===== src/sv/bfp_pkg.sv =====
// ----------------------------------------------------------------------------
// bfp_pkg
// Shared types and codes for the beacon frame parser: record kinds, error
// codes and the record carried from the parser to the output buffer.
// ----------------------------------------------------------------------------
`default_nettype none

package bfp_pkg;

    typedef enum logic [3:0] {
        KIND_SUPF    = 4'd0,
        KIND_GTSSPEC = 4'd1,
        KIND_GTSDIR  = 4'd2,
        KIND_GTSDESC = 4'd3,
        KIND_PEND    = 4'd4,
        KIND_SHORT   = 4'd5,
        KIND_EXT     = 4'd6,
        KIND_CELL    = 4'd7,
        KIND_PAY     = 4'd8
    } kind_t;

    typedef enum logic [1:0] {
        ERR_NONE  = 2'd0,
        ERR_TRUNC = 2'd1,
        ERR_OVF   = 2'd2
    } err_t;

    localparam int unsigned DATA_W  = 8;
    localparam int unsigned VALUE_W = 64;
    localparam int unsigned M_TDATA_W = 96;

    typedef struct packed {
        kind_t                kind;
        logic [VALUE_W-1:0]   value;
        logic [3:0]           beacon_order;
        logic [3:0]           superframe_order;
        logic [3:0]           final_cap_slot;
        logic                 coord_flag;
        logic                 assoc_permit;
        logic                 cell_search_en;
        logic [3:0]           gts_start_slot;
        logic [3:0]           gts_length;
        logic                 last;
        err_t                 err;
    } rec_t;

endpackage : bfp_pkg

`default_nettype wire


===== src/sv/bfp_parser.sv =====
// ----------------------------------------------------------------------------
// bfp_parser
// Field sequencer: tracks the current field, assembles multi-byte fields and
// forms the record for each completed (or truncated) field.
// ----------------------------------------------------------------------------
`default_nettype none

module bfp_parser #(
    parameter int unsigned MAX_PAYLOAD = 64
) (
    input  wire logic                       aclk,
    input  wire logic                       aresetn,
    input  wire logic                       byte_accept,
    input  wire logic [bfp_pkg::DATA_W-1:0] data_byte,
    input  wire logic                       frame_last,
    output logic                            rec_valid,
    output bfp_pkg::rec_t                   rec
);
    import bfp_pkg::*;

    typedef enum logic [8:0] {
        PH_SUPF    = 9'b000000001,
        PH_GTSSPEC = 9'b000000010,
        PH_GTSDIR  = 9'b000000100,
        PH_GTSDESC = 9'b000001000,
        PH_PEND    = 9'b000010000,
        PH_SHORT   = 9'b000100000,
        PH_EXT     = 9'b001000000,
        PH_CELL    = 9'b010000000,
        PH_PAY     = 9'b100000000
    } phase_t;

    phase_t             phase_reg,   phase_next;
    logic [2:0]         idx_reg,     idx_next;
    logic [2:0]         gts_reg,     gts_next;
    logic [2:0]         short_reg,   short_next;
    logic [2:0]         ext_reg,     ext_next;
    logic [VALUE_W-1:0] asm_reg,     asm_next;
    logic [7:0]         pcount_reg,  pcount_next;

    logic [VALUE_W-1:0] acc;
    logic [3:0]         flen;
    kind_t              kind;
    logic               in_field;
    logic [2:0]         gts_dec;
    logic [2:0]         short_dec;
    logic [2:0]         ext_dec;

    always_comb begin
        unique case (phase_reg) inside
            PH_SUPF, PH_SHORT: flen = 4'd2;
            PH_GTSDESC:        flen = 4'd3;
            PH_EXT:            flen = 4'd8;
            default:           flen = 4'd1;
        endcase
    end

    always_comb begin
        unique case (phase_reg)
            PH_SUPF:    kind = KIND_SUPF;
            PH_GTSSPEC: kind = KIND_GTSSPEC;
            PH_GTSDIR:  kind = KIND_GTSDIR;
            PH_GTSDESC: kind = KIND_GTSDESC;
            PH_PEND:    kind = KIND_PEND;
            PH_SHORT:   kind = KIND_SHORT;
            PH_EXT:     kind = KIND_EXT;
            PH_CELL:    kind = KIND_CELL;
            default:    kind = KIND_PAY;
        endcase
    end

    assign acc       = {asm_reg[VALUE_W-DATA_W-1:0], data_byte};
    assign in_field  = (({1'b0, idx_reg} + 4'd1) < flen);
    assign gts_dec   = gts_reg - 3'd1;
    assign short_dec = short_reg - 3'd1;
    assign ext_dec   = ext_reg - 3'd1;

    always_comb begin
        phase_next  = phase_reg;
        idx_next    = idx_reg;
        gts_next    = gts_reg;
        short_next  = short_reg;
        ext_next    = ext_reg;
        asm_next    = asm_reg;
        pcount_next = pcount_reg;

        rec       = '0;
        rec.kind  = kind;
        rec.last  = frame_last;
        rec.err   = ERR_NONE;
        rec_valid = 1'b0;

        if (in_field) begin
            if (!frame_last) begin
                asm_next = acc;
                idx_next = idx_reg + 3'd1;
            end else begin
                // truncated field: partial bytes, first byte high
                rec_valid = 1'b1;
                rec.value = acc;
                rec.err   = ERR_TRUNC;
            end
        end else begin
            rec_valid = 1'b1;
            idx_next  = 3'd0;
            asm_next  = '0;
            unique case (phase_reg)
                PH_SUPF: begin
                    rec.value            = {48'd0, data_byte, acc[15:8]};
                    rec.beacon_order     = acc[11:8];
                    rec.superframe_order = acc[15:12];
                    rec.final_cap_slot   = data_byte[3:0];
                    rec.coord_flag       = data_byte[5];
                    rec.assoc_permit     = data_byte[6];
                    rec.cell_search_en   = data_byte[7];
                    phase_next           = PH_GTSSPEC;
                end
                PH_GTSSPEC: begin
                    rec.value  = {56'd0, data_byte & 8'h87};
                    gts_next   = data_byte[2:0];
                    phase_next = PH_GTSDIR;
                end
                PH_GTSDIR: begin
                    rec.value  = {56'd0, data_byte};
                    phase_next = (gts_reg != 3'd0) ? PH_GTSDESC : PH_PEND;
                end
                PH_GTSDESC: begin
                    // device short address arrives low byte first
                    rec.value          = {48'd0, acc[15:8], acc[23:16]};
                    rec.gts_start_slot = data_byte[3:0];
                    rec.gts_length     = data_byte[7:4];
                    gts_next           = gts_dec;
                    phase_next         = (gts_dec != 3'd0) ? PH_GTSDESC : PH_PEND;
                end
                PH_PEND: begin
                    rec.value  = {56'd0, data_byte};
                    short_next = data_byte[2:0];
                    ext_next   = data_byte[6:4];
                    if (data_byte[2:0] != 3'd0) begin
                        phase_next = PH_SHORT;
                    end else if (data_byte[6:4] != 3'd0) begin
                        phase_next = PH_EXT;
                    end else begin
                        phase_next = PH_CELL;
                    end
                end
                PH_SHORT: begin
                    rec.value  = {48'd0, acc[15:0]};
                    short_next = short_dec;
                    if (short_dec != 3'd0) begin
                        phase_next = PH_SHORT;
                    end else if (ext_reg != 3'd0) begin
                        phase_next = PH_EXT;
                    end else begin
                        phase_next = PH_CELL;
                    end
                end
                PH_EXT: begin
                    rec.value = acc;
                    ext_next  = ext_dec;
                    if (short_reg != 3'd0) begin
                        phase_next = PH_SHORT;
                    end else if (ext_dec != 3'd0) begin
                        phase_next = PH_EXT;
                    end else begin
                        phase_next = PH_CELL;
                    end
                end
                PH_CELL: begin
                    rec.value  = {56'd0, data_byte};
                    phase_next = PH_PAY;
                end
                default: begin
                    rec.value = {56'd0, data_byte};
                    if (pcount_reg >= 8'(MAX_PAYLOAD)) begin
                        rec.err = ERR_OVF;
                    end
                    if (pcount_reg != 8'hff) begin
                        pcount_next = pcount_reg + 8'd1;
                    end
                    phase_next = PH_PAY;
                end
            endcase
            // frame ended before the payload section was reached
            if (frame_last && (phase_next != PH_PAY)) begin
                rec.err = ERR_TRUNC;
            end
        end

        if (frame_last) begin
            phase_next  = PH_SUPF;
            idx_next    = 3'd0;
            gts_next    = 3'd0;
            short_next  = 3'd0;
            ext_next    = 3'd0;
            asm_next    = '0;
            pcount_next = 8'd0;
        end
    end

    always_ff @(posedge aclk) begin
        if (!aresetn) begin
            phase_reg  <= PH_SUPF;
            idx_reg    <= 3'd0;
            gts_reg    <= 3'd0;
            short_reg  <= 3'd0;
            ext_reg    <= 3'd0;
            asm_reg    <= '0;
            pcount_reg <= 8'd0;
        end else if (byte_accept) begin
            phase_reg  <= phase_next;
            idx_reg    <= idx_next;
            gts_reg    <= gts_next;
            short_reg  <= short_next;
            ext_reg    <= ext_next;
            asm_reg    <= asm_next;
            pcount_reg <= pcount_next;
        end
    end

endmodule : bfp_parser

`default_nettype wire


===== src/sv/bfp_out_buf.sv =====
// ----------------------------------------------------------------------------
// bfp_out_buf
// Two-entry output buffer (output register plus skid register) so the input
// side keeps taking bytes while a record waits on the output.
// ----------------------------------------------------------------------------
`default_nettype none

module bfp_out_buf (
    input  wire logic          aclk,
    input  wire logic          aresetn,
    input  wire logic          push,
    input  wire bfp_pkg::rec_t push_rec,
    output logic               can_push,
    output logic               out_valid,
    input  wire logic          out_ready,
    output bfp_pkg::rec_t      out_rec
);
    import bfp_pkg::*;

    logic out_valid_reg, out_valid_next;
    logic skid_valid_reg, skid_valid_next;
    rec_t out_rec_reg, out_rec_next;
    rec_t skid_rec_reg, skid_rec_next;
    logic pop;

    assign pop       = out_valid_reg && out_ready;
    assign can_push  = !skid_valid_reg;
    assign out_valid = out_valid_reg;
    assign out_rec   = out_rec_reg;

    always_comb begin
        out_valid_next  = out_valid_reg;
        skid_valid_next = skid_valid_reg;
        out_rec_next    = out_rec_reg;
        skid_rec_next   = skid_rec_reg;
        if (!out_valid_reg || pop) begin
            if (skid_valid_reg) begin
                out_rec_next    = skid_rec_reg;
                out_valid_next  = 1'b1;
                skid_valid_next = 1'b0;
            end else begin
                out_rec_next   = push_rec;
                out_valid_next = push;
            end
        end else if (push) begin
            skid_rec_next   = push_rec;
            skid_valid_next = 1'b1;
        end
    end

    always_ff @(posedge aclk) begin
        if (!aresetn) begin
            out_valid_reg  <= 1'b0;
            skid_valid_reg <= 1'b0;
        end else begin
            out_valid_reg  <= out_valid_next;
            skid_valid_reg <= skid_valid_next;
        end
    end

    always_ff @(posedge aclk) begin
        out_rec_reg  <= out_rec_next;
        skid_rec_reg <= skid_rec_next;
    end

endmodule : bfp_out_buf

`default_nettype wire


===== src/sv/beacon_frame_parser_core.sv =====
// ----------------------------------------------------------------------------
// beacon_frame_parser_core
// Beacon MAC payload parser: one byte per cycle in, one record per field out.
// ----------------------------------------------------------------------------
// Output: a record is registered in the output register, or in the skid register
//   while one waits, when the byte ending (or truncating) its field is accepted.
// Throughput: one byte per cycle; a two-entry output buffer keeps s_tready high
//   while one record waits, so the input only stalls with two records pending.
// Reset: parser returns to the superframe spec field, counters and assembly
//   clear, output buffer empties. The parser also returns there after each tlast.
`default_nettype none

module beacon_frame_parser_core #(
    parameter int unsigned MAX_PAYLOAD = 64
) (
    input  wire logic                          aclk,
    input  wire logic                          aresetn,

    input  wire logic                          s_tvalid,
    output logic                               s_tready,
    input  wire logic [bfp_pkg::DATA_W-1:0]    s_tdata,   // [7:0] data_byte
    input  wire logic                          s_tlast,   // frame_last

    output logic                               m_tvalid,
    input  wire logic                          m_tready,
    // [63:0] value, [67:64] beacon_order, [71:68] superframe_order,
    // [75:72] final_cap_slot, [76] coord_flag, [77] assoc_permit,
    // [78] cell_search_en, [82:79] gts_start_slot, [86:83] gts_length,
    // [88:87] error_code, [95:89] zero
    output logic [bfp_pkg::M_TDATA_W-1:0]      m_tdata,
    output logic [3:0]                         m_tuser,   // [3:0] rec_kind
    output logic                               m_tlast    // rec_last
);
    import bfp_pkg::*;

    logic s_accept;
    logic rec_valid;
    rec_t rec;
    rec_t m_rec;

    assign s_accept = s_tvalid && s_tready;

    bfp_parser #(
        .MAX_PAYLOAD (MAX_PAYLOAD)
    ) u_parser (
        .aclk        (aclk),
        .aresetn     (aresetn),
        .byte_accept (s_accept),
        .data_byte   (s_tdata),
        .frame_last  (s_tlast),
        .rec_valid   (rec_valid),
        .rec         (rec)
    );

    bfp_out_buf u_out_buf (
        .aclk      (aclk),
        .aresetn   (aresetn),
        .push      (s_accept && rec_valid),
        .push_rec  (rec),
        .can_push  (s_tready),
        .out_valid (m_tvalid),
        .out_ready (m_tready),
        .out_rec   (m_rec)
    );

    assign m_tdata = {7'd0, m_rec.err, m_rec.gts_length, m_rec.gts_start_slot,
                      m_rec.cell_search_en, m_rec.assoc_permit, m_rec.coord_flag,
                      m_rec.final_cap_slot, m_rec.superframe_order,
                      m_rec.beacon_order, m_rec.value};
    assign m_tuser = m_rec.kind;
    assign m_tlast = m_rec.last;

    // input only backs up when both buffer entries hold records
    a_stall_means_full: assert property (@(posedge aclk) disable iff (!aresetn)
        !s_tready |-> m_tvalid)
        else $error("input stalled with output buffer not occupied");

    a_held_record: assert property (@(posedge aclk) disable iff (!aresetn)
        m_tvalid && !m_tready |=> m_tvalid)
        else $error("pending record dropped");

    a_trunc_on_last: assert property (@(posedge aclk) disable iff (!aresetn)
        s_accept && rec_valid && (rec.err == ERR_TRUNC) |-> s_tlast)
        else $error("truncation flagged on a byte that does not end the frame");

    a_ovf_payload: assert property (@(posedge aclk) disable iff (!aresetn)
        s_accept && rec_valid && (rec.err == ERR_OVF) |-> (rec.kind == KIND_PAY))
        else $error("overflow flagged outside the payload");

endmodule : beacon_frame_parser_core

`default_nettype wire

===== config.mk =====
export PLATFORM = sky130hd
export DESIGN_NAME = beacon_frame_parser_core
export DESIGN_NICKNAME = d
export VERILOG_FILES = /design/src/sv/bfp_pkg.sv /design/src/sv/bfp_parser.sv /design/src/sv/bfp_out_buf.sv /design/src/sv/beacon_frame_parser_core.sv
export SDC_FILE = /design/constraint.sdc
export NUM_CORES = 1
export LEC_CHECK = 0
export BUFFER_PORTS_ARGS = -buffer_cell sky130_fd_sc_hd__buf_4
export CAP_MARGIN = 30
export CORE_UTILIZATION = 60
export CTS_BUF_LIST = sky130_fd_sc_hd__clkbuf_4
export DETAILED_ROUTE_END_ITERATION = 7
export MAX_ROUTING_LAYER = met4
export PLACE_DENSITY = 0.81
export SLEW_MARGIN = 20
export SYNTH_ARGS = -nofsm -noshare
export SYNTH_HDL_FRONTEND = slang
export SYNTH_SLANG_ARGS = --single-unit

===== constraint.sdc =====
create_clock -name aclk -period 9.43 [get_ports aclk]
set_input_delay 1.886 -clock aclk [delete_from_list [all_inputs] [get_ports aclk]]
set_output_delay 1.886 -clock aclk [all_outputs]
set_load 0.01 [all_outputs]

==> metrics.txt, run 1 <==
# TYPE chip_impl_metric gauge
chip_impl_info{name="status",value="completed"} 1
chip_impl_metric{name="post_layout_nonfiller_instances",unit=""} 1364
chip_impl_metric{name="grt.total_usage",unit="%"} 26.46
chip_impl_metric{name="max_slew_margin",unit="%"} 43.97
chip_impl_info{name="unrepaired_setup_endpoints_after_global_routing",value="false"} 1
chip_impl_info{name="hold_path_startpoint",value="u_parser.ext_reg[1]"} 1
chip_impl_metric{name="finalHoldViolCount",unit=""} 0
chip_impl_metric{name="setup_viol",unit=""} 0
chip_impl_info{name="layout_commonest_cell",value="sky130_fd_sc_hd__edfxtp_1"} 1
chip_impl_metric{name="worst_ir_drop_vdd",unit="mV"} 0.1153
chip_impl_metric{name="syn_inst",unit=""} 911
chip_impl_metric{name="fin_nets",unit=""} 1068
chip_impl_metric{name="p_leak",unit="nW"} 5.609
chip_impl_metric{name="dpl_worst_slack",unit="ns"} 5.036
chip_impl_info{name="cpMaxStageDelayCell",value="sky130_fd_sc_hd__buf_4"} 1
chip_impl_metric{name="cts-buffers-inserted",unit=""} 68
chip_impl_info{name="critPathLaunchType",value="flip-flop"} 1
chip_impl_info{name="timing_worst_setup_path_type",value="reg2reg"} 1
chip_impl_metric{name="ys_ff_latch",unit=""} 275
chip_impl_metric{name="synth-edff-count",unit=""} 188
chip_impl_metric{name="final_core_utilization",unit="%"} 70.87
chip_impl_metric{name="period_minus_slack",unit="ns"} 4.485
chip_impl_metric{name="antenna_violating_nets_post_route",unit=""} 0
chip_impl_info{name="hold_class",value="reg2reg"} 1
chip_impl_metric{name="place_inst",unit=""} 1236
chip_impl_metric{name="grt.overflow.total",unit=""} 0
chip_impl_metric{name="synth-simple-area-share",unit="%"} 13.08
chip_impl_metric{name="die_w",unit="um"} 143.1
chip_impl_metric{name="vias",unit=""} 7963
chip_impl_metric{name="proportion_of_netlist_area_held_by_the_largest_area_contributor",unit="%"} 47.23
chip_impl_metric{name="sequential_share_of_the_synthesized_area",unit="%"} 61.80
chip_impl_metric{name="cp.arrival",unit="ns"} 4.73
chip_impl_metric{name="synthToLayoutAreaGrowth",unit="%"} 15.78
chip_impl_metric{name="fmax",unit="GHz"} 0.2230
chip_impl_metric{name="synth_area_per_cell",unit="um^2"} 13.12
chip_impl_metric{name="layout_setup_ws",unit="ns"} 4.945
chip_impl_metric{name="post_cts_resize_count",unit=""} 0
chip_impl_metric{name="post_synth_fa_ha_maj_area_fraction",unit="%"} 1.361
chip_impl_metric{name="antenna_found_initial",unit=""} 1
chip_impl_metric{name="post-cts-setup-buffer-count",unit=""} 0
chip_impl_metric{name="wire_per_inst",unit="um"} 18.91
chip_impl_info{name="worst_r2r_startpoint",value="u_parser.phase_reg[8]"} 1
chip_impl_info{name="synthTopCellsByArea",value="sky130_fd_sc_hd__edfxtp_1 47%, sky130_fd_sc_hd__dfxtp_1 15%, sky130_fd_sc_hd__mux2_2 7.5%"} 1
chip_impl_metric{name="maxCapViolations",unit=""} 0
chip_impl_metric{name="fp.coreArea",unit="um^2"} 19530
chip_impl_info{name="critical_path.startpoint",value="u_parser.phase_reg[8]"} 1
chip_impl_metric{name="placedInstanceArea",unit="um^2"} 12910
chip_impl_info{name="worst_path_cell_trace",value="or3_1 > nor3_4 > and3_1 > inv_2 > ha_1 > o32ai_4 > nor2_4 > o21ai_1 > nor2_4 > buf_4 > buf_4"} 1
chip_impl_metric{name="design_power_total",unit="mW"} 2.767
chip_impl_metric{name="io_buffers",unit=""} 108
chip_impl_metric{name="final_max_slew_viol_count",unit=""} 0
chip_impl_metric{name="synth-compound-area-share",unit="%"} 11.35
chip_impl_metric{name="layout_worst_path_cycle_share",unit="%"} 47.56
chip_impl_metric{name="synth-async-reset-ratio",unit="%"} 0
chip_impl_metric{name="worst_r2r_setup_slack",unit="ns"} 4.95
chip_impl_metric{name="clkSinkCount",unit=""} 275
chip_impl_metric{name="yosysUniqueCellTypes",unit=""} 74
chip_impl_metric{name="synth-warning-count",unit=""} 0
chip_impl_metric{name="fin_hold_ws",unit="ns"} 0.4635
chip_impl_metric{name="xor_xnor_fraction_of_synth_area",unit="%"} 0.5129
chip_impl_metric{name="placement_rows",unit=""} 51
chip_impl_info{name="rr_endpoint",value="u_out_buf.skid_rec_reg[12]"} 1
chip_impl_metric{name="via_per_inst",unit=""} 5.838
chip_impl_metric{name="ctsHoldBuffers",unit=""} 0
chip_impl_metric{name="h-tree-depth",unit=""} 3
chip_impl_info{name="synth_area_leader_cell",value="sky130_fd_sc_hd__edfxtp_1"} 1
chip_impl_metric{name="fin_tns_setup",unit="ns"} 0
chip_impl_metric{name="clk_latency_worst_skew_pair",unit="ns"} 0.64
chip_impl_metric{name="worstRegToRegCells",unit=""} 11
chip_impl_metric{name="finClkSkew",unit="ns"} 0.03800
chip_impl_metric{name="cts_buffer_depth",unit=""} 3
chip_impl_metric{name="holdPathStages",unit=""} 2
chip_impl_metric{name="post-route-cell-area",unit="um^2"} 13840
chip_impl_metric{name="cp.required",unit="ns"} 9.67
chip_impl_metric{name="worst_path_clk_slew",unit="ns"} 0.07
chip_impl_metric{name="cellPowerDensity",unit="nW/um^2"} 199.9
chip_impl_metric{name="route.final.wire_length",unit="um"} 25800
chip_impl_info{name="tritoncts_clock_tree",value="yes"} 1
chip_impl_metric{name="timing.critical_path.fanout_max",unit=""} 49
chip_impl_metric{name="grt_pass1_wl",unit="um"} 40390
chip_impl_info{name="layout.cells.most_common_list",value="188 x sky130_fd_sc_hd__edfxtp_1, 118 x sky130_fd_sc_hd__buf_4, 116 x sky130_fd_sc_hd__clkbuf_4"} 1
chip_impl_metric{name="crit_path_max_incr_delay",unit="ns"} 0.64
chip_impl_metric{name="via_count_of_the_first_global_routing_pass",unit=""} 7652
chip_impl_info{name="synth_top_family_by_area",value="simple AND/OR/NAND/NOR gates"} 1
chip_impl_metric{name="fill_cells",unit=""} 1390
chip_impl_metric{name="maximum_number_of_pins_on_one_net_before_global_route_repair",unit=""} 67
chip_impl_metric{name="chipHeight",unit="um"} 143.1
chip_impl_metric{name="post_route_cells_drive_above_1_share",unit="%"} 31.79
chip_impl_info{name="clockRootBuffer",value="sky130_fd_sc_hd__clkbuf_4"} 1
chip_impl_metric{name="synth.mux.area_fraction",unit="%"} 8.605
chip_impl_metric{name="remaining_drc_errors",unit=""} 0
chip_impl_info{name="synth_flop_type",value="sky130_fd_sc_hd__edfxtp_1"} 1
chip_impl_metric{name="drt_pass_1_iters",unit=""} 5
chip_impl_info{name="min_to",value="u_parser.ext_reg[1]"} 1
chip_impl_info{name="setup.worst_path.end_class",value="flip-flop"} 1
chip_impl_metric{name="place_hpwl",unit="um"} 16070
chip_impl_metric{name="netlist_area",unit="um^2"} 11950
chip_impl_metric{name="detail_route.iter0.violations",unit=""} 583
chip_impl_metric{name="die_area",unit="um^2"} 20490
chip_impl_metric{name="io-pin-count",unit=""} 116
chip_impl_metric{name="worst_pin_slew",unit="ns"} 0.8348
chip_impl_metric{name="gpl.final_weighted_congestion",unit=""} 0.8923
chip_impl_metric{name="initial_core_util",unit="%"} 61.21
==> worst max-delay path, delay by kind of cell, from the launching register on <==
family          cells  cell delay [ns]
buf+inv             3             1.24
flops               1             0.33
fa+ha+maj           1             0.35
compound gates      2             0.35
simple gates        5             1.75
==> Yosys cell counts (5+ instances only) <==
cell type and n:
sky130_fd_sc_hd__edfxtp_1 188, sky130_fd_sc_hd__dfxtp_1 87, sky130_fd_sc_hd__mux2_2 80, sky130_fd_sc_hd__nor2b_1 67, sky130_fd_sc_hd__a22oi_1 58, sky130_fd_sc_hd__and2_1 51, sky130_fd_sc_hd__clkbuf_1 35, sky130_fd_sc_hd__nand2_1 33
sky130_fd_sc_hd__and3_1 31, sky130_fd_sc_hd__nor2_1 23, sky130_fd_sc_hd__o21ai_0 21, sky130_fd_sc_hd__a22o_1 18, sky130_fd_sc_hd__buf_2 14, sky130_fd_sc_hd__a21oi_1 13, sky130_fd_sc_hd__ha_1 13, sky130_fd_sc_hd__inv_1 13
sky130_fd_sc_hd__nand3_1 12, sky130_fd_sc_hd__buf_4 9, sky130_fd_sc_hd__a21o_1 8, sky130_fd_sc_hd__a22o_2 8, sky130_fd_sc_hd__nor3_1 8, sky130_fd_sc_hd__o2bb2ai_1 8, sky130_fd_sc_hd__mux2_1 6, sky130_fd_sc_hd__mux2i_1 6
sky130_fd_sc_hd__nand2b_1 6, sky130_fd_sc_hd__buf_6 5, sky130_fd_sc_hd__nand4_1 5, sky130_fd_sc_hd__o211ai_1 5
==> layout make-up <==
| type | count | area (um^2) | share of cell area [%] |
|---|---|---|---|
| multi-input combinational | 562 | 4215 | 30.46 |
| clock inverter | 10 | 42.54 | 0.3074 |
| sequential | 275 | 7387 | 53.38 |
| tap | 265 | 331.6 | 2.396 |
| inverter | 15 | 60.06 | 0.4340 |
| antenna | 1 | 2.502 | 0.01808 |
| clock buffer | 116 | 870.8 | 6.293 |
| timing repair buffer | 120 | 928.4 | 6.709 |
==> metal layers <==
layer / part of all wire (%) / vias up / wire length [um] / GRT usage (%)
met5: 0 / - / 0 / -
met4: 1.5 / 0 / 391 / 9.734
met3: 6.1 / 31 / 1567 / 5.433
met2: 49 / 284 / 12700 / 41.03
met1: 43 / 3930 / 11140 / 34.45
li1: - / 3718 / - / -
==> cells by family (layout without fill, tap and decap cells) <==
group	Yosys count	count (layout)
DFF	275	275
and+or+nand+nor	265	265
AOI/OAI and AO/OA	178	178
muxes	92	92
buffers and inverters	80	261
adders and majority gates	13	13
xor gates and xnor gates	7	7
other	1	8
==> worst max-delay path by stage <==
stage / end / slack [ns]
3_5_place_dp: u_out_buf.skid_rec_reg[10] / 5.04
6_report: u_out_buf.skid_rec_reg[12] / 4.95
4_1_cts: u_out_buf.skid_rec_reg[12] / 4.98
5_1_grt: u_out_buf.skid_rec_reg[14] / 4.68
3_3_place_gp: u_out_buf.skid_rec_reg[9] / 5.07
2_1_floorplan: u_out_buf.skid_rec_reg[0] / 1.31
==> where the power goes <==
group | internal [mW] | switching, mW
logic | 0.146 | 0.211
registers | 1.36 | 0.0281
clock network | 0.554 | 0.465
total | 2.06 | 0.705
No activity file was read; power rests on OpenSTA's default activity.
==> run 2, diff against run 1 <==
==> constraint.sdc (replaced) <==
create_clock -name aclk -period 4.3 [get_ports aclk]
set_input_delay 0.86 -clock aclk [delete_from_list [all_inputs] [get_ports aclk]]
set_output_delay 0.86 -clock aclk [all_outputs]
set_load 0.01 [all_outputs]
==> run 2 against run 1 <==
  * Clock skew decreased by 0.011 ns
  * Global-route usage increased by 1.0 points
  * Die area unchanged
  * Sequential share of layout area decreased by 0.39 points
  * Clock power increased by 130%
  * Power increased by 120%
  * Worst hold slack about the same
  * Final cell count increased by 0.51%
  * Combinational power increased by 130%
  * Non-clock buffer count increased by 9
  * Setup slack got worse by 4.6 ns
  * Critical path type unchanged
==> metrics.txt, run 2 (synthesis gave the netlist of run 1 again) <==
# TYPE chip_impl_metric gauge
chip_impl_metric{name="cts-buffers-inserted",unit=""} 68
chip_impl_metric{name="critPathBufInv",unit=""} 2
chip_impl_metric{name="initial_core_util",unit="%"} 61.21
chip_impl_info{name="crit_family",value="simple AND/OR/NAND/NOR gates"} 1
chip_impl_metric{name="drt_pass_1_iters",unit=""} 5
chip_impl_info{name="unrepaired_setup_endpoints_after_global_routing",value="false"} 1
chip_impl_metric{name="via_per_inst",unit=""} 5.911
chip_impl_metric{name="fmax",unit="GHz"} 0.2529
chip_impl_metric{name="clkSinkCount",unit=""} 275
chip_impl_metric{name="gpl.final_weighted_congestion",unit=""} 0.9374
chip_impl_metric{name="die_area",unit="um^2"} 20490
chip_impl_metric{name="period_minus_slack",unit="ns"} 3.954
chip_impl_metric{name="grt_pass1_wl",unit="um"} 41750
chip_impl_metric{name="cts_buffer_depth",unit=""} 3
chip_impl_metric{name="crit_path_max_incr_delay",unit="ns"} 0.49
chip_impl_info{name="hold_class",value="reg2reg"} 1
chip_impl_metric{name="io-pin-count",unit=""} 116
chip_impl_metric{name="place_inst",unit=""} 1246
chip_impl_metric{name="via_count_of_the_first_global_routing_pass",unit=""} 8009
chip_impl_metric{name="post_route_cells_drive_above_1_share",unit="%"} 31.22
chip_impl_metric{name="clk_latency_worst_skew_pair",unit="ns"} 0.66
chip_impl_metric{name="maximum_number_of_pins_on_one_net_before_global_route_repair",unit=""} 68
chip_impl_info{name="layout.cells.most_common_list",value="188 x sky130_fd_sc_hd__edfxtp_1, 126 x sky130_fd_sc_hd__buf_4, 103 x sky130_fd_sc_hd__clkbuf_4"} 1
chip_impl_metric{name="design_power_total",unit="mW"} 6.181
chip_impl_metric{name="layout_worst_path_cycle_share",unit="%"} 91.96
chip_impl_metric{name="antenna_found_initial",unit=""} 1
chip_impl_metric{name="timing.critical_path.fanout_max",unit=""} 19
chip_impl_metric{name="die_w",unit="um"} 143.1
chip_impl_metric{name="synthToLayoutAreaGrowth",unit="%"} 16.62
chip_impl_metric{name="ctsHoldBuffers",unit=""} 0
chip_impl_metric{name="max_slew_margin",unit="%"} 37.51
chip_impl_metric{name="p_leak",unit="nW"} 5.637
chip_impl_metric{name="fin_hold_ws",unit="ns"} 0.4639
chip_impl_metric{name="worst_pin_slew",unit="ns"} 0.9373
chip_impl_metric{name="place_hpwl",unit="um"} 16620
chip_impl_info{name="setup.worst_path.end_class",value="flip-flop"} 1
chip_impl_metric{name="fill_cells",unit=""} 1360
chip_impl_metric{name="placedInstanceArea",unit="um^2"} 13000
chip_impl_metric{name="worst_path_clk_slew",unit="ns"} 0.07
chip_impl_metric{name="cp.arrival",unit="ns"} 4.52
chip_impl_metric{name="grt.total_usage",unit="%"} 27.46
chip_impl_metric{name="h-tree-depth",unit=""} 3
chip_impl_metric{name="vias",unit=""} 8104
chip_impl_metric{name="worst_ir_drop_vdd",unit="mV"} 0.3031
chip_impl_metric{name="finalHoldViolCount",unit=""} 0
chip_impl_info{name="crit_top_cell",value="sky130_fd_sc_hd__or3_1"} 1
chip_impl_metric{name="placement_rows",unit=""} 51
chip_impl_metric{name="detail_route.iter0.violations",unit=""} 596
chip_impl_metric{name="io_buffers",unit=""} 108
chip_impl_info{name="timing_worst_setup_path_type",value="reg2reg"} 1
chip_impl_metric{name="post_layout_nonfiller_instances",unit=""} 1371
chip_impl_info{name="worst_path_cell_trace",value="or3_1 > nor3_4 > and3_1 > inv_2 > ha_1 > or3_1 > o32ai_4 > nor2_4 > o21ai_1 > buf_4 > and2_0 > o2bb2ai_1"} 1
chip_impl_info{name="status",value="completed"} 1
chip_impl_metric{name="remaining_drc_errors",unit=""} 0
chip_impl_metric{name="antenna_violating_nets_post_route",unit=""} 0
chip_impl_metric{name="wire_per_inst",unit="um"} 19.36
chip_impl_metric{name="cp.required",unit="ns"} 4.86
chip_impl_metric{name="maxCapViolations",unit=""} 0
chip_impl_metric{name="final_max_slew_viol_count",unit=""} 0
chip_impl_metric{name="chipHeight",unit="um"} 143.1
chip_impl_info{name="clockRootBuffer",value="sky130_fd_sc_hd__clkbuf_4"} 1
chip_impl_metric{name="grt.overflow.total",unit=""} 0
chip_impl_metric{name="fin_nets",unit=""} 1078
chip_impl_metric{name="fp.coreArea",unit="um^2"} 19530
chip_impl_metric{name="cellPowerDensity",unit="nW/um^2"} 443.4
chip_impl_info{name="cpMaxStageDelayCell",value="sky130_fd_sc_hd__o21ai_1"} 1
chip_impl_metric{name="route.final.wire_length",unit="um"} 26540
chip_impl_info{name="layout_commonest_cell",value="sky130_fd_sc_hd__edfxtp_1"} 1
chip_impl_info{name="critPathLaunchType",value="flip-flop"} 1
chip_impl_metric{name="finClkSkew",unit="ns"} 0.02678
chip_impl_metric{name="fin_tns_setup",unit="ns"} 0
chip_impl_metric{name="setup_viol",unit=""} 0
chip_impl_metric{name="post-route-cell-area",unit="um^2"} 13940
chip_impl_info{name="tritoncts_clock_tree",value="yes"} 1
-- run 2: cell types whose count changed in the layout (fill, tap and decap cells not counted), moves of 3 or more --
cell	previous run	this run
sky130_fd_sc_hd__bufinv_16	0	3
sky130_fd_sc_hd__clkbuf_4	116	103
sky130_fd_sc_hd__buf_12	0	3
sky130_fd_sc_hd__clkinv_1	5	16
sky130_fd_sc_hd__inv_2	4	1
sky130_fd_sc_hd__buf_4	118	126
-- run 2: path summary, 6_finish.rpt --
kind / slack, ns / cells past startpoint / startpoint / end
hold reg to reg: 0.46 / 2 / u_parser.ext_reg[1] / u_parser.ext_reg[1]
setup reg to reg: 0.35 / 12 / u_parser.phase_reg[1] / u_parser.phase_reg[6]
hold / removal: 0.46 / 2 / u_parser.ext_reg[1] / u_parser.ext_reg[1]
setup / recovery: 0.35 / 12 / u_parser.phase_reg[1] / u_parser.phase_reg[6]
-- run 2: routing by layer --
layer | GRT usage, % | vias to the layer above | wire, um
li1 | - | 3748 | -
met1 | 34.03 | 3971 | 11200
met2 | 43.75 | 312 | 12970
met3 | 5.265 | 73 | 1561
met4 | 12.45 | 0 | 799
met5 | - | - | 0
-- run 2: cell type report --
type	instances	area (um^2)	share of cell area, %
Tap cell	265	331.6	2.379
Clock buffer	103	773.2	5.547
Antenna cell	1	2.502	0.01795
Clock inverter	20	157.7	1.131
Timing Repair Buffer	129	1006	7.217
Multi-Input combinational cell	563	4222	30.28
Inverter	15	60.06	0.4308
Sequential cell	275	7387	52.99
-- run 2: tightest hold or removal path: stages, from the launching register on --
cell,delay [ns]
sky130_fd_sc_hd__dfxtp_1,0.31
sky130_fd_sc_hd__nand2_1,0.05
sky130_fd_sc_hd__mux2i_1,0.05
-- run 2: timing repair --
item	CTS	global route
setup endpoints to repair	0	69
resized for setup	0	1
buffers inserted	0	0
-- run 2: metrics by stage --
step                      setup slack (ns)  utilization, %
after global placement              0.3523           66.58
after global routing                0.1582           71.39
after floorplan                     -2.773               -
after detailed placement            0.2323           66.58
final                               0.3455           71.39
after CTS                           0.1677           71.34
-- run 2: power breakdown --
| group | leakage [nW] | internal [mW] | switching [mW] | total, mW |
|---|---|---|---|---|
| clock network | 0.542 | 1.28 | 1.04 | 2.31 |
| logic | 2.39 | 0.341 | 0.479 | 0.820 |
| registers | 2.70 | 2.99 | 0.0601 | 3.05 |
==> run 3, diff against run 2 <==
--- a/config.mk
+++ b/config.mk
@@ -11,7 +11,7 @@
 export CTS_BUF_LIST = sky130_fd_sc_hd__clkbuf_4
 export DETAILED_ROUTE_END_ITERATION = 7
 export MAX_ROUTING_LAYER = met4
-export PLACE_DENSITY = 0.81
+export PLACE_DENSITY = 0.9
 export SLEW_MARGIN = 20
 export SYNTH_ARGS = -nofsm -noshare
 export SYNTH_HDL_FRONTEND = slang
==> run 3 against run 2 <==
  * Largest power group unchanged
  * Combinational power up 2.9%
  * Maximum frequency increased by 0.96%
  * Critical endpoint is now u_out_buf.out_rec[71]
  * Utilization increased by 0.21 points
  * Count of clock-buffer cells in the layout decreased by 3
  * Clock power shrank 5%
  * Global-route usage grew 0.63 points
  * Die area unchanged
  * Highest routed layer unchanged
  * Critical path type unchanged
==> metrics.txt, run 3 (synthesis gave the netlist of run 1 again) <==
# TYPE chip_impl_metric gauge
chip_impl_metric{name="finClkSkew",unit="ns"} 0.03354
chip_impl_metric{name="fmax",unit="GHz"} 0.2553
chip_impl_metric{name="antenna_violating_nets_post_route",unit=""} 0
chip_impl_info{name="setup.worst_path.end_class",value="flip-flop"} 1
chip_impl_info{name="worst_path_cell_trace",value="or3_1 > nor3_4 > and3_1 > inv_2 > ha_1 > or3_1 > o32ai_4 > o221ai_2 > buf_12 > and2_1 > mux2_2"} 1
chip_impl_metric{name="die_area",unit="um^2"} 20490
chip_impl_metric{name="gpl.final_weighted_congestion",unit=""} 0.8856
chip_impl_metric{name="vias",unit=""} 8232
chip_impl_metric{name="cts-buffers-inserted",unit=""} 68
chip_impl_info{name="crit_family",value="simple AND/OR/NAND/NOR gates"} 1
chip_impl_info{name="hold_class",value="reg2reg"} 1
chip_impl_metric{name="fp.coreArea",unit="um^2"} 19530
chip_impl_metric{name="worst_path_clk_slew",unit="ns"} 0.07
chip_impl_metric{name="maximum_number_of_pins_on_one_net_before_global_route_repair",unit=""} 62
chip_impl_metric{name="final_core_utilization",unit="%"} 71.59
chip_impl_metric{name="crit_path_max_incr_delay",unit="ns"} 0.53
chip_impl_metric{name="post_cts_resize_count",unit=""} 0
chip_impl_metric{name="remaining_drc_errors",unit=""} 0
chip_impl_metric{name="cellPowerDensity",unit="nW/um^2"} 434.9
chip_impl_metric{name="via_per_inst",unit=""} 5.965
chip_impl_metric{name="io-pin-count",unit=""} 116
chip_impl_info{name="layout.cells.most_common_list",value="188 x sky130_fd_sc_hd__edfxtp_1, 130 x sky130_fd_sc_hd__buf_4, 100 x sky130_fd_sc_hd__clkbuf_4"} 1
chip_impl_metric{name="p_leak",unit="nW"} 5.670
chip_impl_metric{name="max_slew_margin",unit="%"} 40.53
chip_impl_metric{name="antenna_found_initial",unit=""} 1
chip_impl_metric{name="setup_viol",unit=""} 0
chip_impl_metric{name="drt_pass_1_iters",unit=""} 5
chip_impl_metric{name="period_minus_slack",unit="ns"} 3.917
chip_impl_metric{name="wire_per_inst",unit="um"} 19.85
chip_impl_metric{name="placement_rows",unit=""} 51
chip_impl_info{name="crit_top_cell",value="sky130_fd_sc_hd__or3_1"} 1
chip_impl_metric{name="grt.total_usage",unit="%"} 28.09
chip_impl_metric{name="cts_buffer_depth",unit=""} 3
chip_impl_metric{name="post_route_cells_drive_above_1_share",unit="%"} 31.45
chip_impl_info{name="layout_commonest_cell",value="sky130_fd_sc_hd__edfxtp_1"} 1
chip_impl_metric{name="chipHeight",unit="um"} 143.1
chip_impl_metric{name="timing.critical_path.fanout_max",unit=""} 29
chip_impl_metric{name="critPathBufInv",unit=""} 2
chip_impl_metric{name="cp.arrival",unit="ns"} 4.31
chip_impl_metric{name="ctsHoldBuffers",unit=""} 0
chip_impl_metric{name="via_count_of_the_first_global_routing_pass",unit=""} 8110
chip_impl_metric{name="grt.overflow.total",unit=""} 0
chip_impl_metric{name="die_w",unit="um"} 143.1
chip_impl_metric{name="dpl_worst_slack",unit="ns"} 0.4811
chip_impl_metric{name="initial_core_util",unit="%"} 61.21
chip_impl_metric{name="maxCapViolations",unit=""} 0
chip_impl_metric{name="fin_nets",unit=""} 1084
chip_impl_metric{name="finalHoldViolCount",unit=""} 0
chip_impl_metric{name="final_max_slew_viol_count",unit=""} 0
chip_impl_info{name="unrepaired_setup_endpoints_after_global_routing",value="false"} 1
chip_impl_metric{name="layout_setup_ws",unit="ns"} 0.3831
chip_impl_metric{name="post-cts-setup-buffer-count",unit=""} 0
chip_impl_metric{name="cp.required",unit="ns"} 4.69
chip_impl_metric{name="clk_latency_worst_skew_pair",unit="ns"} 0.67
chip_impl_info{name="clockRootBuffer",value="sky130_fd_sc_hd__clkbuf_4"} 1
chip_impl_metric{name="synthToLayoutAreaGrowth",unit="%"} 16.96
chip_impl_info{name="status",value="completed"} 1
chip_impl_info{name="cpMaxStageDelayCell",value="sky130_fd_sc_hd__or3_1"} 1
chip_impl_metric{name="io_buffers",unit=""} 108
chip_impl_metric{name="h-tree-depth",unit=""} 3
chip_impl_metric{name="worst_ir_drop_vdd",unit="mV"} 0.2922
chip_impl_metric{name="grt_pass1_wl",unit="um"} 42670
chip_impl_metric{name="clkSinkCount",unit=""} 275
chip_impl_metric{name="detail_route.iter0.violations",unit=""} 650
chip_impl_info{name="critPathLaunchType",value="flip-flop"} 1
chip_impl_metric{name="fin_tns_setup",unit="ns"} 0
chip_impl_metric{name="place_hpwl",unit="um"} 17090
chip_impl_metric{name="route.final.wire_length",unit="um"} 27400
chip_impl_metric{name="layout_worst_path_cycle_share",unit="%"} 91.09
chip_impl_info{name="tritoncts_clock_tree",value="yes"} 1
chip_impl_info{name="timing_worst_setup_path_type",value="reg2reg"} 1
chip_impl_metric{name="worst_pin_slew",unit="ns"} 0.8921
-- run 3: changes by cell type in the layout (fill, tap and decap cells not counted), sizes merged, moves of 2 or more --
cell	previous run	this run
buf	129	136
clkbuf	103	100
inv	14	16
bufinv	3	1
clkinv	17	22
-- run 3: report_power, final --
group	switching, mW	internal, mW	total (mW)
Clock	1.05	1.14	2.19
Sequential	0.0630	2.99	3.05
Combinational	0.491	0.352	0.844
-- run 3: worst reg2reg max path: cells and delay by family (launching register included) --
family / cells / cell delay, ns
mux: 1 / 0.27
fa+ha+maj: 1 / 0.24
compound gates: 2 / 0.78
buf+inv: 2 / 0.39
flops: 1 / 0.33
simple gates: 5 / 1.64
-- run 3: cell type report --
class	instances	area (um^2)
multi-input combinational	562	4215
clock inverter	25	126.4
antenna	2	5.005
inverter	15	60.06
sequential	275	7387
tap	265	331.6
timing repair buffer	136	1104
clock buffer	100	750.7
fill	1328	5547
-- run 3: routing by layer --
layer	track usage (%)	up-vias	wire, um
met5	-	-	0
met4	13.02	0	799
met3	5.634	68	2034
met2	43.72	390	13230
met1	35.44	4022	11330
li1	-	3752	-
-- run 3: stage by stage --
stage | hold slack, ns | std cells | cell area (um^2) | power (mW)
2_1_floorplan | 0.4347 | 917 | 11980 | 3.586
3_3_place_gp | 0.4455 | 1250 | 13030 | 3.914
3_5_place_dp | 0.4652 | 1253 | 13100 | 3.934
4_1_cts | 0.4770 | 1378 | 13970 | 6.120
5_1_grt | 0.5015 | 1380 | 13980 | 6.316
6_report | 0.4787 | 1380 | 13980 | 6.080
-- run 3: path summary, 6_finish.rpt --
kind | depth (start not counted) | endpoint | slack, ns | from
hold reg to reg | 2 | u_parser.gts_reg[1] | 0.48 | u_parser.gts_reg[1]
hold / removal | 2 | u_parser.gts_reg[1] | 0.48 | u_parser.gts_reg[1]
setup reg to reg | 11 | u_out_buf.out_rec[71] | 0.38 | u_parser.phase_reg[8]
setup / recovery | 11 | u_out_buf.out_rec[71] | 0.38 | u_parser.phase_reg[8]
